===== config.mk =====
export PLATFORM = sky130hd
export DESIGN_NAME = pssm_window_scanner
export DESIGN_NICKNAME = d
export VERILOG_FILES = /design/src/hdl/pwsc_pkg.sv /design/src/hdl/pssm_window_scanner.sv /design/src/hdl/pwsc_cell.sv /design/src/hdl/pwsc_sum_tree.sv /design/src/hdl/pwsc_emitter.sv
export SDC_FILE = /design/constraint.sdc
export NUM_CORES = 2
export LEC_CHECK = 0
export BUFFER_PORTS_ARGS = -buffer_cell sky130_fd_sc_hd__buf_2
export CORE_MARGIN = 4
export CORE_UTILIZATION = 57
export CTS_CLUSTER_DIAMETER = 150
export DETAILED_ROUTE_END_ITERATION = 6
export PLACE_DENSITY = 0.74
export SYNTH_ARGS = -nofsm -noshare
export SYNTH_HDL_FRONTEND = slang
export SYNTH_HIERARCHICAL = 1
export SYNTH_SLANG_ARGS = --single-unit

===== constraint.sdc =====
create_clock -name clk -period 23.4 [get_ports clk]
set_input_delay 1.17 -clock clk [delete_from_list [all_inputs] [get_ports clk]]
set_output_delay 1.17 -clock clk [all_outputs]
set_load 0.01 [all_outputs]

===== src/hdl/pwsc_pkg.sv =====
// ----------------------------------------------------------------------------
// pwsc_pkg
// Shared types, constants and the character classifier of the window scanner.
// ----------------------------------------------------------------------------
package pwsc_pkg;

  localparam int CUTOFF_W    = 12;
  localparam int SCORE_W     = 20;
  localparam int IDX_W       = 32;
  localparam int SCORE_SHIFT = 8;

  localparam logic REQ_LOAD = 1'b0;
  localparam logic REQ_CHAR = 1'b1;

  localparam logic STRAND_FWD = 1'b0;
  localparam logic STRAND_CMP = 1'b1;

  localparam logic [1:0] BASE_A = 2'd0;
  localparam logic [1:0] BASE_T = 2'd1;
  localparam logic [1:0] BASE_G = 2'd2;
  localparam logic [1:0] BASE_C = 2'd3;

  localparam logic [7:0] CHAR_A       = 8'h41;
  localparam logic [7:0] CHAR_T       = 8'h54;
  localparam logic [7:0] CHAR_G       = 8'h47;
  localparam logic [7:0] CHAR_C       = 8'h43;
  localparam logic [7:0] CHAR_UP_Z    = 8'h5a;
  localparam logic [7:0] CHAR_LOW_A   = 8'h61;
  localparam logic [7:0] CHAR_LOW_Z   = 8'h7a;
  localparam logic [7:0] CASE_OFFSET  = 8'h20;

  // code layout: [3] uppercase, [2] is a base, [1:0] base
  localparam int CODE_UPPER_BIT = 3;
  localparam int CODE_BASE_BIT  = 2;

  typedef logic [3:0] code_t;

  typedef struct packed {
    logic              req_type;
    logic [3:0]        weight_position;
    logic [1:0]        weight_base;
    logic signed [15:0] weight_value;
    logic [7:0]        base_char;
    logic              restart;
  } in_word_t;

  typedef struct packed {
    logic                      strand;
    logic [IDX_W-1:0]          window_start;
    logic [IDX_W-1:0]          window_end;
    logic signed [SCORE_W-1:0] window_score;
    logic                      last_of_run;
  } out_word_t;

  typedef struct packed {
    logic [IDX_W-1:0] start_idx;
    logic [IDX_W-1:0] end_idx;
  } meta_t;

  function automatic code_t classify(input logic [7:0] ch);
    logic       upper;
    logic       lower;
    logic [7:0] u;
    code_t      c;
    upper = (ch >= CHAR_A) && (ch <= CHAR_UP_Z);
    lower = (ch >= CHAR_LOW_A) && (ch <= CHAR_LOW_Z);
    u = lower ? (ch - CASE_OFFSET) : ch;
    c = {upper, 3'b000};
    case (u)
      CHAR_A:  c[2:0] = {1'b1, BASE_A};
      CHAR_T:  c[2:0] = {1'b1, BASE_T};
      CHAR_G:  c[2:0] = {1'b1, BASE_G};
      CHAR_C:  c[2:0] = {1'b1, BASE_C};
      default: c[2:0] = 3'b000;
    endcase
    return c;
  endfunction

endpackage


===== src/hdl/pssm_window_scanner.sv =====
// ----------------------------------------------------------------------------
// pssm_window_scanner
// Sliding-window weight matrix scanner: a chain of window cells, a
// registered adder tree per strand pair and a two-word output register.
// ----------------------------------------------------------------------------
// path: a character is registered into the cell codes, then the terms, each adder level and the output register
// throughput: one word per cycle while out_ready is high; a character whose window passes on both
//   strands sends both words, forward first, through the single output port
// every stage is gated by its own valid bit, so bubbles collapse under stall
// reset: synchronous, clears the window, position, fill and cutoff; weights
//   hold whatever was last loaded
module pssm_window_scanner #(
  parameter int WINDOW_LEN     = 16,
  parameter int WEIGHT_WIDTH   = 16,
  parameter int POSITION_WIDTH = 32
) (
  input  logic                                 clk,
  input  logic                                 rst_n,
  input  logic                                 in_valid,
  output logic                                 in_ready,
  input  pwsc_pkg::in_word_t                   in_data,
  output logic                                 out_valid,
  input  logic                                 out_ready,
  output pwsc_pkg::out_word_t                  out_data,
  input  logic                                 cfg_valid,
  output logic                                 cfg_ready,
  input  logic signed [pwsc_pkg::CUTOFF_W-1:0] cfg_data
);
  import pwsc_pkg::*;

  localparam int SUM_W  = WEIGHT_WIDTH + $clog2(WINDOW_LEN) + 1;
  localparam int ACC_W  = (SUM_W > SCORE_W + 1) ? SUM_W : SCORE_W + 1;
  localparam int FILL_W = $clog2(WINDOW_LEN + 1);
  localparam int PW     = POSITION_WIDTH;
  localparam logic signed [32:0] W_HI = 33'((64'sd1 <<< (WEIGHT_WIDTH - 1)) - 64'sd1);
  localparam logic signed [32:0] W_LO = -W_HI - 33'sd1;

  logic signed [CUTOFF_W-1:0]     cutoff_r;
  logic [PW-1:0]                  pos_r;
  logic [PW-1:0]                  pos_nxt;
  logic [FILL_W-1:0]              fill_r;
  logic [FILL_W-1:0]              fill_nxt;
  logic [FILL_W-1:0]              age_r;
  logic [FILL_W-1:0]              age_nxt;
  logic                           pend_r;
  meta_t                          pend_meta_r;
  meta_t                          meta_nxt;

  logic                           accept;
  logic                           char_acc;
  logic                           load_acc;
  logic                           s0_en;
  logic                           leaf_en;
  logic [PW-1:0]                  idx;
  logic [FILL_W-1:0]              fill_base;
  logic [FILL_W-1:0]              age_base;
  logic [PW-1:0]                  start_full;
  logic [PW-1:0]                  end_full;
  logic [PW+IDX_W-1:0]            start_ext;
  logic [PW+IDX_W-1:0]            end_ext;
  code_t                          new_code;
  logic signed [32:0]             wv_ext;
  logic signed [32:0]             wv_sat;
  logic signed [WEIGHT_WIDTH-1:0] wr_value;

  code_t                          cell_code [WINDOW_LEN];
  logic signed [WEIGHT_WIDTH-1:0] term_f [WINDOW_LEN];
  logic signed [WEIGHT_WIDTH-1:0] term_c [WINDOW_LEN];

  logic                           root_valid;
  logic signed [ACC_W-1:0]        root_f;
  logic signed [ACC_W-1:0]        root_c;
  meta_t                          root_meta;
  logic                           root_en;

  assign cfg_ready = 1'b1;
  assign s0_en     = !pend_r || leaf_en;
  assign in_ready  = s0_en;
  assign accept    = in_valid && in_ready;
  assign char_acc  = accept && (in_data.req_type == REQ_CHAR);
  assign load_acc  = accept && (in_data.req_type == REQ_LOAD);
  assign new_code  = classify(in_data.base_char);

  always_comb begin
    wv_ext = 33'(in_data.weight_value);
    if (wv_ext > W_HI) begin
      wv_sat = W_HI;
    end else if (wv_ext < W_LO) begin
      wv_sat = W_LO;
    end else begin
      wv_sat = wv_ext;
    end
    wr_value = wv_sat[WEIGHT_WIDTH-1:0];
  end

  // position, fill and distance back to the latest base
  always_comb begin
    idx       = in_data.restart ? '0 : pos_r;
    fill_base = in_data.restart ? '0 : fill_r;
    age_base  = in_data.restart ? FILL_W'(WINDOW_LEN) : age_r;
    pos_nxt   = (idx != '1) ? idx + PW'(1) : idx;
    fill_nxt  = (fill_base < FILL_W'(WINDOW_LEN)) ? fill_base + FILL_W'(1) : fill_base;
    if (new_code[CODE_BASE_BIT]) begin
      age_nxt = '0;
    end else if (age_base < FILL_W'(WINDOW_LEN)) begin
      age_nxt = age_base + FILL_W'(1);
    end else begin
      age_nxt = age_base;
    end
    start_full = idx - PW'(WINDOW_LEN - 1);
    end_full   = (age_nxt < FILL_W'(WINDOW_LEN)) ? idx - PW'(age_nxt) : '0;
    start_ext  = {{IDX_W{1'b0}}, start_full};
    end_ext    = {{IDX_W{1'b0}}, end_full};
    meta_nxt.start_idx = start_ext[IDX_W-1:0];
    meta_nxt.end_idx   = end_ext[IDX_W-1:0];
  end

  always_ff @(posedge clk) begin
    if (!rst_n) begin
      cutoff_r <= '0;
    end else if (cfg_valid && cfg_ready) begin
      cutoff_r <= cfg_data;
    end
  end

  always_ff @(posedge clk) begin
    if (!rst_n) begin
      pos_r  <= '0;
      fill_r <= '0;
      age_r  <= FILL_W'(WINDOW_LEN);
    end else if (char_acc) begin
      pos_r  <= pos_nxt;
      fill_r <= fill_nxt;
      age_r  <= age_nxt;
    end
  end

  always_ff @(posedge clk) begin
    if (!rst_n) begin
      pend_r <= 1'b0;
    end else if (s0_en) begin
      pend_r <= char_acc && (fill_nxt == FILL_W'(WINDOW_LEN));
    end
  end

  always_ff @(posedge clk) begin
    if (char_acc) begin
      pend_meta_r <= meta_nxt;
    end
  end

  for (genvar j = 0; j < WINDOW_LEN; j++) begin : g_cell
    code_t code_in;
    if (j == WINDOW_LEN - 1) begin : g_tail
      assign code_in = new_code;
    end else begin : g_body
      assign code_in = in_data.restart ? '0 : cell_code[j+1];
    end

    pwsc_cell #(
      .WEIGHT_WIDTH(WEIGHT_WIDTH)
    ) u_cell (
      .clk      (clk),
      .rst_n    (rst_n),
      .shift_en (char_acc),
      .code_in  (code_in),
      .code_out (cell_code[j]),
      .wr_en    (load_acc && (32'(in_data.weight_position) == 32'(j))),
      .wr_base  (in_data.weight_base),
      .wr_value (wr_value),
      .term_en  (leaf_en),
      .term_f_r (term_f[j]),
      .term_c_r (term_c[j])
    );
  end

  pwsc_sum_tree #(
    .N            (WINDOW_LEN),
    .WEIGHT_WIDTH (WEIGHT_WIDTH),
    .ACC_W        (ACC_W)
  ) u_tree (
    .clk        (clk),
    .rst_n      (rst_n),
    .leaf_valid (pend_r),
    .leaf_meta  (pend_meta_r),
    .leaf_en    (leaf_en),
    .leaf_f     (term_f),
    .leaf_c     (term_c),
    .root_valid (root_valid),
    .root_f     (root_f),
    .root_c     (root_c),
    .root_meta  (root_meta),
    .root_en    (root_en)
  );

  pwsc_emitter #(
    .ACC_W (ACC_W)
  ) u_emit (
    .clk        (clk),
    .rst_n      (rst_n),
    .cutoff     (cutoff_r),
    .root_valid (root_valid),
    .root_f     (root_f),
    .root_c     (root_c),
    .root_meta  (root_meta),
    .load_en    (root_en),
    .out_valid  (out_valid),
    .out_ready  (out_ready),
    .out_data   (out_data)
  );

endmodule


===== src/hdl/pwsc_cell.sv =====
// ----------------------------------------------------------------------------
// pwsc_cell
// One window position: its character code, its four weights and the
// registered forward and complement terms.
// ----------------------------------------------------------------------------
module pwsc_cell #(
  parameter int WEIGHT_WIDTH = 16
) (
  input  logic                           clk,
  input  logic                           rst_n,
  input  logic                           shift_en,
  input  pwsc_pkg::code_t                code_in,
  output pwsc_pkg::code_t                code_out,
  input  logic                           wr_en,
  input  logic [1:0]                     wr_base,
  input  logic signed [WEIGHT_WIDTH-1:0] wr_value,
  input  logic                           term_en,
  output logic signed [WEIGHT_WIDTH-1:0] term_f_r,
  output logic signed [WEIGHT_WIDTH-1:0] term_c_r
);
  import pwsc_pkg::*;

  code_t                         code_r;
  logic signed [WEIGHT_WIDTH-1:0] weight_r [4];
  logic [1:0]                    base_f;
  logic [1:0]                    base_c;
  logic                          is_base;

  assign code_out = code_r;
  assign is_base  = code_r[CODE_BASE_BIT];
  assign base_f   = code_r[1:0];
  // uppercase bases swap A/T and G/C on the complement strand
  assign base_c   = code_r[1:0] ^ {1'b0, code_r[CODE_UPPER_BIT]};

  always_ff @(posedge clk) begin
    if (!rst_n) begin
      code_r <= '0;
    end else if (shift_en) begin
      code_r <= code_in;
    end
  end

  always_ff @(posedge clk) begin
    if (wr_en) begin
      weight_r[wr_base] <= wr_value;
    end
  end

  always_ff @(posedge clk) begin
    if (term_en) begin
      term_f_r <= is_base ? weight_r[base_f] : '0;
      term_c_r <= is_base ? weight_r[base_c] : '0;
    end
  end

endmodule


===== src/hdl/pwsc_sum_tree.sv =====
// ----------------------------------------------------------------------------
// pwsc_sum_tree
// Registered binary adder tree over the cell terms, both strands side by
// side, with the window indices carried along each level.
// ----------------------------------------------------------------------------
module pwsc_sum_tree #(
  parameter int N            = 16,
  parameter int WEIGHT_WIDTH = 16,
  parameter int ACC_W        = 21
) (
  input  logic                           clk,
  input  logic                           rst_n,
  input  logic                           leaf_valid,
  input  pwsc_pkg::meta_t                leaf_meta,
  output logic                           leaf_en,
  input  logic signed [WEIGHT_WIDTH-1:0] leaf_f [N],
  input  logic signed [WEIGHT_WIDTH-1:0] leaf_c [N],
  output logic                           root_valid,
  output logic signed [ACC_W-1:0]        root_f,
  output logic signed [ACC_W-1:0]        root_c,
  output pwsc_pkg::meta_t                root_meta,
  input  logic                           root_en
);
  import pwsc_pkg::*;

  localparam int L = $clog2(N);
  localparam int P = 1 << L;

  logic [L:0]              v_r;
  logic [L:0]              en;
  meta_t                   meta_r [L+1];
  logic signed [ACC_W-1:0] node_f_r [1:P-1];
  logic signed [ACC_W-1:0] node_c_r [1:P-1];

  always_comb begin
    en[0] = !v_r[0] || root_en;
    for (int d = 1; d <= L; d++) begin
      en[d] = !v_r[d] || en[d-1];
    end
  end

  assign leaf_en    = en[L];
  assign root_valid = v_r[0];
  assign root_f     = node_f_r[1];
  assign root_c     = node_c_r[1];
  assign root_meta  = meta_r[0];

  always_ff @(posedge clk) begin
    if (!rst_n) begin
      v_r <= '0;
    end else begin
      for (int d = 0; d < L; d++) begin
        if (en[d]) begin
          v_r[d] <= v_r[d+1];
        end
      end
      if (en[L]) begin
        v_r[L] <= leaf_valid;
      end
    end
  end

  always_ff @(posedge clk) begin
    for (int d = 0; d < L; d++) begin
      if (en[d]) begin
        meta_r[d] <= meta_r[d+1];
      end
    end
    if (en[L]) begin
      meta_r[L] <= leaf_meta;
    end
  end

  for (genvar i = 1; i < P; i++) begin : g_node
    localparam int D = $clog2(i + 1) - 1;
    logic signed [ACC_W-1:0] lf;
    logic signed [ACC_W-1:0] rf;
    logic signed [ACC_W-1:0] lc;
    logic signed [ACC_W-1:0] rc;

    if (2 * i >= P) begin : g_leaf
      if (2 * i - P < N) begin : g_left
        assign lf = ACC_W'(leaf_f[2*i-P]);
        assign lc = ACC_W'(leaf_c[2*i-P]);
      end else begin : g_left_pad
        assign lf = '0;
        assign lc = '0;
      end
      if (2 * i + 1 - P < N) begin : g_right
        assign rf = ACC_W'(leaf_f[2*i+1-P]);
        assign rc = ACC_W'(leaf_c[2*i+1-P]);
      end else begin : g_right_pad
        assign rf = '0;
        assign rc = '0;
      end
    end else begin : g_inner
      assign lf = node_f_r[2*i];
      assign rf = node_f_r[2*i+1];
      assign lc = node_c_r[2*i];
      assign rc = node_c_r[2*i+1];
    end

    always_ff @(posedge clk) begin
      if (en[D]) begin
        node_f_r[i] <= lf + rf;
        node_c_r[i] <= lc + rc;
      end
    end
  end

endmodule


===== src/hdl/pwsc_emitter.sv =====
// ----------------------------------------------------------------------------
// pwsc_emitter
// Threshold test and score saturation, and the output register that hands
// out the forward word and then the complement word.
// ----------------------------------------------------------------------------
module pwsc_emitter #(
  parameter int ACC_W = 21
) (
  input  logic                                  clk,
  input  logic                                  rst_n,
  input  logic signed [pwsc_pkg::CUTOFF_W-1:0]  cutoff,
  input  logic                                  root_valid,
  input  logic signed [ACC_W-1:0]               root_f,
  input  logic signed [ACC_W-1:0]               root_c,
  input  pwsc_pkg::meta_t                       root_meta,
  output logic                                  load_en,
  output logic                                  out_valid,
  input  logic                                  out_ready,
  output pwsc_pkg::out_word_t                   out_data
);
  import pwsc_pkg::*;

  localparam logic signed [ACC_W-1:0] SAT_HI = ACC_W'((64'sd1 <<< (SCORE_W - 1)) - 64'sd1);
  localparam logic signed [ACC_W-1:0] SAT_LO = -SAT_HI - ACC_W'(1);

  logic                      fwd_pend_r;
  logic                      cmp_pend_r;
  logic signed [SCORE_W-1:0] fwd_score_r;
  logic signed [SCORE_W-1:0] cmp_score_r;
  meta_t                     meta_r;
  logic signed [ACC_W-1:0]   thr;
  logic                      take;
  logic                      last_word;

  function automatic logic signed [SCORE_W-1:0] sat_score(input logic signed [ACC_W-1:0] s);
    logic signed [ACC_W-1:0] t;
    t = s;
    if (s > SAT_HI) begin
      t = SAT_HI;
    end else if (s < SAT_LO) begin
      t = SAT_LO;
    end
    return t[SCORE_W-1:0];
  endfunction

  assign thr       = ACC_W'(cutoff) <<< SCORE_SHIFT;
  assign out_valid = fwd_pend_r || cmp_pend_r;
  assign last_word = !(fwd_pend_r && cmp_pend_r);
  assign take      = out_valid && out_ready;
  assign load_en   = !out_valid || (take && last_word);

  always_comb begin
    out_data.strand       = fwd_pend_r ? STRAND_FWD : STRAND_CMP;
    out_data.window_start = meta_r.start_idx;
    out_data.window_end   = meta_r.end_idx;
    out_data.window_score = fwd_pend_r ? fwd_score_r : cmp_score_r;
    out_data.last_of_run  = last_word;
  end

  always_ff @(posedge clk) begin
    if (!rst_n) begin
      fwd_pend_r <= 1'b0;
      cmp_pend_r <= 1'b0;
    end else if (load_en) begin
      fwd_pend_r <= root_valid && (root_f > thr);
      cmp_pend_r <= root_valid && (root_c > thr);
    end else if (take) begin
      fwd_pend_r <= 1'b0;
    end
  end

  always_ff @(posedge clk) begin
    if (load_en) begin
      fwd_score_r <= sat_score(root_f);
      cmp_score_r <= sat_score(root_c);
      meta_r      <= root_meta;
    end
  end

endmodule


# --- Word-level counts from Yosys, hierarchy flattened ---
# Memories as Yosys holds them, arrays and structs flattened. A register that Yosys moved wholly into a read port is not among the register bits.
# Index checks and enable logic that the tools add are counted.
totals:
  reg_bits: 230
  latchBits: 0
  ram_bits: 1974
  romBits: 0
  in_bits: 49
  out_inout_bits: 89
  wordCells: 291
  mem_count: 19
classes:
  n_addsub: 36
  n_mul: 0
  div: 0
  order_cmp: 15
  n_eq_ne: 21
  shift: 0
  n_mux: 74
  bitwise: 17
  n_reduce_logical: 77
mem_list:
  columns: ["name", "words", "word_bits", "read_ports", "rd_ports_with_merged_regs", "write_ports", "line_no", "source"]
  rows:
  - ["u_tree.meta_r", 5, 64, 5, 1, 5, "pwsc_sum_tree.sv:31", "meta_t meta_r [L+1];"]
  - ["u_tree.node_c_r", 15, 21, 15, 0, 15, "pwsc_sum_tree.sv:33", "logic signed [ACC_W-1:0] node_c_r [1:P-1];"]
  - ["u_tree.node_f_r", 15, 21, 15, 0, 15, "pwsc_sum_tree.sv:32", "logic signed [ACC_W-1:0] node_f_r [1:P-1];"]
  - ["g_cell[0].u_cell.weight_r", 4, 16, 2, 2, 1, "pwsc_cell.sv:24", "logic signed [WEIGHT_WIDTH-1:0] weight_r [4];"]
  - ["g_cell[10].u_cell.weight_r", 4, 16, 2, 2, 1, "pwsc_cell.sv:24", null]
  - ["g_cell[11].u_cell.weight_r", 4, 16, 2, 2, 1, "pwsc_cell.sv:24", null]
  - ["13 more memories", null, null, null, null, null, null, null]
op_table:
  columns: ["op", "count"]
  rows:
  - ["$add A21 B21 Y21", 14]
  - ["$add A16 B16 Y17", 16]
  - ["$mux W32", 2]
  - ["$mux W20", 3]
  - ["$mux W4", 15]
  - ["$mux W1", 45]
  - ["$gt A21 B20 Y1", 2]
  - ["$gt A21 B20 Y1 const B", 2]
  - ["$lt A21 B20 Y1 const B", 2]
  - ["$logic_not A1 Y1", 40]
  - ["$add A32 B1 Y32 const B", 1]
  - ["$eq A4 B4 Y1 const B", 8]
  - ["$eq A8 B7 Y1 const B", 4]
  - ["$mux W16", 2]
  - ["$ne A32 B32 Y1 const B", 1]
  - ["$sub A32 B4 Y32 const B", 1]
  - ["$sub A32 B5 Y32", 1]
  - ["$xor A2 B1 Y2", 16]
  - ["$logic_and A1 B1 Y1", 27]
  - ["$mux W5", 5]
  - ["$eq A4 B3 Y1 const B", 4]
  - ["$ge A8 B7 Y1 const B", 2]
  - ["$gt A16 B16 Y1 const B", 1]
  - ["$le A8 B7 Y1 const B", 2]
  - ["13 further kinds", 24]

# --- Longest topological paths before layout ---
logic_depth:
  word_depth: 15
  ltp_mapped: 17
  mapped_depth_nobuf: 15

# --- Hierarchy ---
# Netlist, hierarchy kept.
by_module_without_submodules:
  columns: ["mod", "n_inst", "cells_each", "area_per_inst_um2", "seq_area_each_um2"]
  rows:
  - ["pwsc_cell (g_cell[0].u_cell ...)", 14, 189, 4087.7, 2962.8]
  - ["pwsc_sum_tree", 1, 3953, 49832.8, 26705.6]
  - ["pwsc_cell (g_cell[8].u_cell ...)", 2, 208, 4108.9, 2962.8]
  - ["pssm_window_scanner", 1, 862, 7403.4, 3022.9]
  - ["pwsc_emitter", 1, 334, 4555.6, 3163.0]

# --- Least setup slack after synthesis ---
# No wires, ideal clock.
synth_path:
  path_kind: "input-to-reg"
  start: "in out_ready"
  end: "reg g_cell[0].u_cell.code_r[0]"
  setup_time_ps: 116
  arrival_ps: 24089
  required_time_ps: 23284
  slack_ps: -805
  path_stages: 12
  path_buffers: 2
  cell_sequence: "nand2_1 a21oi_1 nor2b_1 and3_1 nand3_1 nand2b_1 nand3_1 clkinv_1 clkbuf_1 clkbuf_1 mux2i_1 nor2b_1"
synth_between:
  elab_chain_len: 11
synth_rtl:
  columns: ["element", "line_no", "source"]
  rows:
  - ["start, declared", "pssm_window_scanner.sv:23", "input logic out_ready,"]
  - ["$logic_and A1 B1 Y1", "pwsc_emitter.sv:49", "assign take = out_valid && out_ready;"]
  - ["$logic_and A1 B1 Y1", "pwsc_emitter.sv:50", "assign load_en = !out_valid || (take && last_word);"]
  - ["$logic_or A1 B1 Y1", "pwsc_emitter.sv:50", null]
  - ["via root_en", "pssm_window_scanner.sv:74", "logic root_en;"]
  - ["$logic_or A1 B1 Y1", "pwsc_sum_tree.sv:36", "en[0] = !v_r[0] || root_en;"]
  - ["$logic_or A1 B1 Y1 (4 in series)", "pwsc_sum_tree.sv:38", "en[d] = !v_r[d] || en[d-1];"]
  - ["via leaf_en", "pssm_window_scanner.sv:53", "logic leaf_en;"]
  - ["$logic_or A1 B1 Y1", "pssm_window_scanner.sv:77", "assign s0_en = !pend_r || leaf_en;"]
  - ["via in_ready", "pssm_window_scanner.sv:20", "output logic in_ready,"]
  - ["$logic_and A1 B1 Y1", "pssm_window_scanner.sv:79", "assign accept = in_valid && in_ready;"]
  - ["$logic_and A1 B1 Y1", "pssm_window_scanner.sv:80", "assign char_acc = accept && (in_data.req_type == REQ_CHAR);"]
  - ["via char_acc", "pssm_window_scanner.sv:50", "logic char_acc;"]
  - ["end signal, assigned", "pwsc_cell.sv:39", "code_r <= code_in;"]
  - ["end, declared", "pwsc_cell.sv:23", "code_t code_r;"]
# The timed path passes the listed nets, and every way through them passes these cells.
# A chain may end at the register's enable or synchronous reset.

# --- Worst setup path after layout ---
layout_path:
  start: "reg u_emit.fwd_pend_r"
  end: "mem g_cell[12].u_cell.weight_r[2][5] (enable)"
layout_between:
  elab_chain_len: 15
  word_cells_on_any_way: 18
  cone_classes: "2 x mux; 16 x reduce/logical"
layout_rtl:
  columns: ["element", "line_no", "source"]
  rows:
  - ["start, declared", "pwsc_emitter.sv:26", "logic fwd_pend_r;"]
  - ["start signal, assigned", "pwsc_emitter.sv:65", "fwd_pend_r <= root_valid && (root_f > thr);"]
  - ["$logic_or A1 B1 Y1 / $logic_and A1 B1 Y1 (equally long branches)", "pwsc_emitter.sv:47, pwsc_emitter.sv:48", null]
  - ["$logic_and A1 B1 Y1 / $logic_not A1 Y1 (equally long branches)", "pwsc_emitter.sv:49, pwsc_emitter.sv:48", null]
  - ["$logic_and A1 B1 Y1", "pwsc_emitter.sv:50", null]
  - ["$logic_or A1 B1 Y1 *", "pwsc_emitter.sv:50", null]
  - ["via root_en", "pssm_window_scanner.sv:74", null]
  - ["$logic_or A1 B1 Y1 *", "pwsc_sum_tree.sv:36", null]
  - ["$logic_or A1 B1 Y1 * (4 in series)", "pwsc_sum_tree.sv:38", null]
  - ["via leaf_en", "pssm_window_scanner.sv:53", null]
  - ["$logic_or A1 B1 Y1 *", "pssm_window_scanner.sv:77", null]
  - ["$logic_and A1 B1 Y1 *", "pssm_window_scanner.sv:79", null]
  - ["$logic_and A1 B1 Y1 *", "pssm_window_scanner.sv:81", "assign load_acc = accept && (in_data.req_type == REQ_LOAD);"]
  - ["$logic_and A1 B1 Y1 *", "pssm_window_scanner.sv:168", ".wr_en (load_acc && (32'(in_data.weight_position) == 32'(j))),"]
  - ["$mux W1 *", "pwsc_cell.sv:44", "if (wr_en) begin"]
  - ["$mux W1 (not written as such) *", "pwsc_cell.sv:45", "weight_r[wr_base] <= wr_value;"]
  - ["end, declared", "pwsc_cell.sv:24", null]
# The timed path passes the listed nets; every way through them passes the cells marked *.

==> flow_metrics.py <==
metrics = {
    "status": {
        "status": "finished, violations left",
        "failed_checks": "design-rule violations",
    },
    "finish": {
        "area_delta_synth_final_pct": 9.551,
        "nNetsFinal": 9003,
        "postLayoutCoreUtil_pct": 62.76,
        "drive_gt1_share_pct": 14.19,
        "final_cell_area_mm2": 0.1394,
        "fillers": 15505,
    },
    "yosys": {
        "syn-num-nets": 8838,
        "ys_warn_count": 6,
        "synth_edf_count": 2590,
        "syn_area_per_cell_um2": 15.50,
        "synth-async-reset-ratio_pct": 0,
        "synth_top_flop_cell": "edfxtp_1",
        "synth_seq_cells": 2716,
        "synthesis.instances": 8211,
        "synth_cell_types": 113,
        "synth_area_mm2": 0.1272,
        "synth-seq-area-share_pct": 63.11,
    },
    "global_route": {
        "grt_remaining_overflow": 0,
        "grt_max_degree": 112,
        "grt_pass1_wl_um": 436500,
        "grt_util_all_layers_pct": 25.02,
        "grt_pass1_vias": 69737,
        "antenna_found_initial": 29,
    },
    "detailed_routing": {
        "drt_wl_total_um": 291100,
        "vias_per_cell": 6.230,
        "drt-initial-drc-count": 8031,
        "firstDrtPassIters": 7,
        "vias": 72047,
        "ant_nets": 0,
        "drc": 3,
        "wl_per_cell_um": 25.18,
    },
    "sta": {
        "hold_ws_ns": 0.3833,
        "slew_violations": 0,
        "hold_violations": 0,
        "period_minus_slack_ns": 6.889,
        "setup-violations-final": 0,
        "grt_setup_unrepaired": "no",
        "timing.fmax_ghz": 0.1452,
        "tightestPinTransition_ns": 1.355,
        "finalSetupTns_ns": 0,
        "fin_worst_skew_ns": 0.06006,
        "relSlewSlack_pct": 8.523,
        "final.period_utilization_pct": 29.44,
    },
    "min_path": {
        "min_to": "u_emit/out_data[55]$_DFFE_PP_",
        "hold_path.startpoint": "u_tree/meta_r[0][34]$_DFFE_PP_",
        "hold_depth": 0,
        "hp-class": "register to register",
    },
    "placement": {
        "post_dp_cell_area_mm2": 0.1304,
        "portBuffers": 136,
        "dp_hpwl_um": 201500,
        "gp_congestion": 0.9074,
    },
    "critical_path": {
        "critPathCaptureType": "register",
        "r2r-end": "g_cell[12].u_cell/weight_r[2][5]$_DFFE_PP_",
        "crit_arrival_ns": 7.43,
        "crit_top_cell": "nand2_1",
        "crit_path_max_fanout": 42,
        "required_ns": 23.94,
        "r2r-start": "u_emit/fwd_pend_r$_SDFFE_PN0P_",
        "start_kind": "register",
        "worst-setup-path-type": "register to register",
        "max_stage_delay_ns": 1.00,
        "crit_chain": "inv_1 -> nand2_1 -> a21oi_4 -> nor2b_1 -> and3_1 -> nand3_4 -> nand2b_1 -> nand2_1 -> or2_2 -> or3_1 -> nor2_1 -> nand2_1 -> nor2_1",
        "r2r_slack_ns": 16.51,
        "slowest_stage": "nor2_1",
        "r2r_cells": 13,
    },
    "power_and_ir_drop": {
        "ir_drop_mv": 0.06252,
        "clkPwrFrac_pct": 44.4,
        "p_leak_nw": 54.80,
        "power_frac_seq_pct": 54.2,
        "p_sw_share_pct": 19.51,
        "p_comb_share_pct": 1.4,
        "power_mw": 9.843,
        "switchingPower_mw": 1.920,
        "cellPowerDensity_mw_per_mm2": 70.61,
        "p_int_mw": 7.922,
    },
    "clocking": {
        "clk_latency_ns": 0.92,
        "cts.clk_slew.worst_paths_ns": 0.06,
        "h-tree-depth": 5,
        "cts_root_buffer": "clkbuf_16",
        "ctsResizeCount": 0,
        "hold_buffers": 0,
        "cts_tree": "done",
        "cts_max_path_buffers": 4,
        "clock_sinks": 2716,
        "postCtsSetupBuffers": 0,
        "cts_buffers": 291,
    },
    "floorplan": {
        "die_w_um": 480.5,
        "io_pins": 138,
        "fp-row-count": 173,
        "start_util_pct": 57.29,
        "dieArea_mm2": 0.2308,
        "die_h_um": 480.5,
        "coreArea_mm2": 0.2221,
    },
    "flow_run": {
        "drv_cap": 0,
    },
}
-- worst max-delay path by stage --
stage / to / from / slack, ns
2_1_floorplan: g_cell[0].u_cell/code_out[0]$_SDFFE_PN0P_ / out_ready / 5.68
3_3_place_gp: g_cell[1].u_cell/weight_r[0][8]$_DFFE_PP_ / out_ready / 16.33
3_5_place_dp: g_cell[1].u_cell/weight_r[2][10]$_DFFE_PP_ / out_ready / 16.16
4_1_cts: g_cell[1].u_cell/weight_r[2][8]$_DFFE_PP_ / u_emit/fwd_pend_r$_SDFFE_PN0P_ / 16.52
5_1_grt: g_cell[1].u_cell/weight_r[2][8]$_DFFE_PP_ / u_emit/fwd_pend_r$_SDFFE_PN0P_ / 15.98
6_report: g_cell[12].u_cell/weight_r[2][5]$_DFFE_PP_ / u_emit/fwd_pend_r$_SDFFE_PN0P_ / 16.51
-- per-stage QoR --
stage	std cells	worst slack (ns)
6_report	11564	16.51
2_1_floorplan	8211	5.677
3_5_place_dp	11058	16.16
3_3_place_gp	11058	16.33
4_1_cts	11559	16.52
5_1_grt	11561	15.98
-- critical path: cells and delay by family (launching register included) --
family	cells	cell delay (ns)
AOI/OAI and AO/OA	1	0.90
and+or+nand+nor	11	4.74
DFF	1	0.59
buffers and inverters	1	0.22
-- layer usage --
metal	GRT usage, %	wire (um)	vias up
met5	0	50	-
met2	38.44	133100	3176
met1	37.15	123900	36124
met4	6.641	7896	8
li1	-	-	32237
met3	4.711	26220	502
-- flip-flops by register name (all words and copies together), names as in the netlist --
signal                  cells
g_cell.u_cell/weight_r   1024
u_emit/out_data            64
pend_meta_r                64
u_tree/node_f_r           283
pend_r                      1
u_emit/cmp_score_r         20
u_emit/fwd_score_r         20
u_emit/cmp_pend_r           1
age_r                       5
fill_r                      5
g_cell.u_cell/term_c_r    256
u_emit/fwd_pend_r           1
g_cell.u_cell/term_f_r    256
u_tree/v_r                  5
pos_r                      32
u_tree/node_c_r           283
u_tree/meta_r             320
g_cell.u_cell/code_out     64
cutoff_r                   12
-- power groups by stage --
| stage | clock network, mW | logic [mW] | registers (mW) |
|---|---|---|---|
| after floorplan | 0 | 0.0713 | 5.43 |
| after global placement | 0 | 0.132 | 5.43 |
| after detailed placement | 0 | 0.136 | 5.43 |
| after CTS | 4.45 | 0.136 | 5.33 |
| after global routing | 4.68 | 0.145 | 5.33 |
| final | 4.37 | 0.137 | 5.33 |
-- cells by family (layout without fill, tap and decap cells) --
group           Yosys count  after routing  share of synthesized area, %
mux                     652            652                         10.05
buf+inv                 496            869                         2.082
fa+ha+maj               578            578                         5.867
compound gates         1316           1316                         7.004
other cells               1              6                      0.002947
simple gates           1971           1971                         8.342
flops                  2716           2716                         63.11
xor+xnor                481            481                         3.547
-- synth_stat cells (15+ instances only) --
cell,count,share of area [%]
edfxtp_1,2590,61
ha_1,547,5.4
and2_1,518,2.5
mux4_2,420,7.4
nor2_1,398,1.2
a21oi_1,371,1.5
xnor2_1,290,2.0
nand2_1,266,0.78
nor2b_1,230,1.1
a21o_1,178,1.1
o21ai_0,175,0.69
xor2_1,175,1.2
mux2i_1,151,1.2
clkbuf_1,145,0.43
inv_1,142,0.42
nor3_1,129,0.51
dfxtp_1,126,2.0
buf_4,112,0.66
nand3_1,106,0.42
o21bai_1,79,0.47
and3_1,77,0.38
mux4_1,60,1.2
a31oi_1,56,0.28
nand2b_1,52,0.26
o21a_1,50,0.30
buf_2,48,0.19
o211ai_1,44,0.26
o22ai_1,41,0.20
nand4_1,40,0.20
a211oi_1,39,0.23
buf_6,36,0.32
fa_1,31,0.49
or3_1,30,0.15
o21ai_1,26,0.10
nor4_1,24,0.12
a31o_2,22,0.15
mux2_2,21,0.19
a21oi_2,18,0.12
and3b_1,18,0.12
nor3b_1,18,0.11
a21boi_0,16,0.094
o31ai_1,16,0.094
xnor2_4,16,0.35
a311oi_1,15,0.10
-- cell usage in the layout (no fill, tap or decap), drive strengths merged, types with 151 or more instances in the layout --
cell,netlist,routed
mux2i,151,151
nor2b,230,230
nand2,266,266
nor2,398,398
xor2,175,175
a21oi,390,390
buf,205,225
o21ai,205,205
xnor2,306,306
clkbuf,148,353
edfxtp,2590,2590
ha,547,547
a21o,178,178
and2,518,518
mux4,480,480
-- area by class of cell --
type                    count  area, um^2  share of cell area (%)
repair buffers            225        1361                  0.9766
diodes                      5       12.51                0.008976
clock inverters           148        1325                  0.9506
well taps                2975        3722                   2.670
flip-flops and latches   2716       80300                   57.61
multi-input cells        4999       44410                   31.86
inverters                 143       554.3                  0.3976
clock buffers             353        7701                   5.525
No activity file was read; power rests on OpenSTA's default activity.
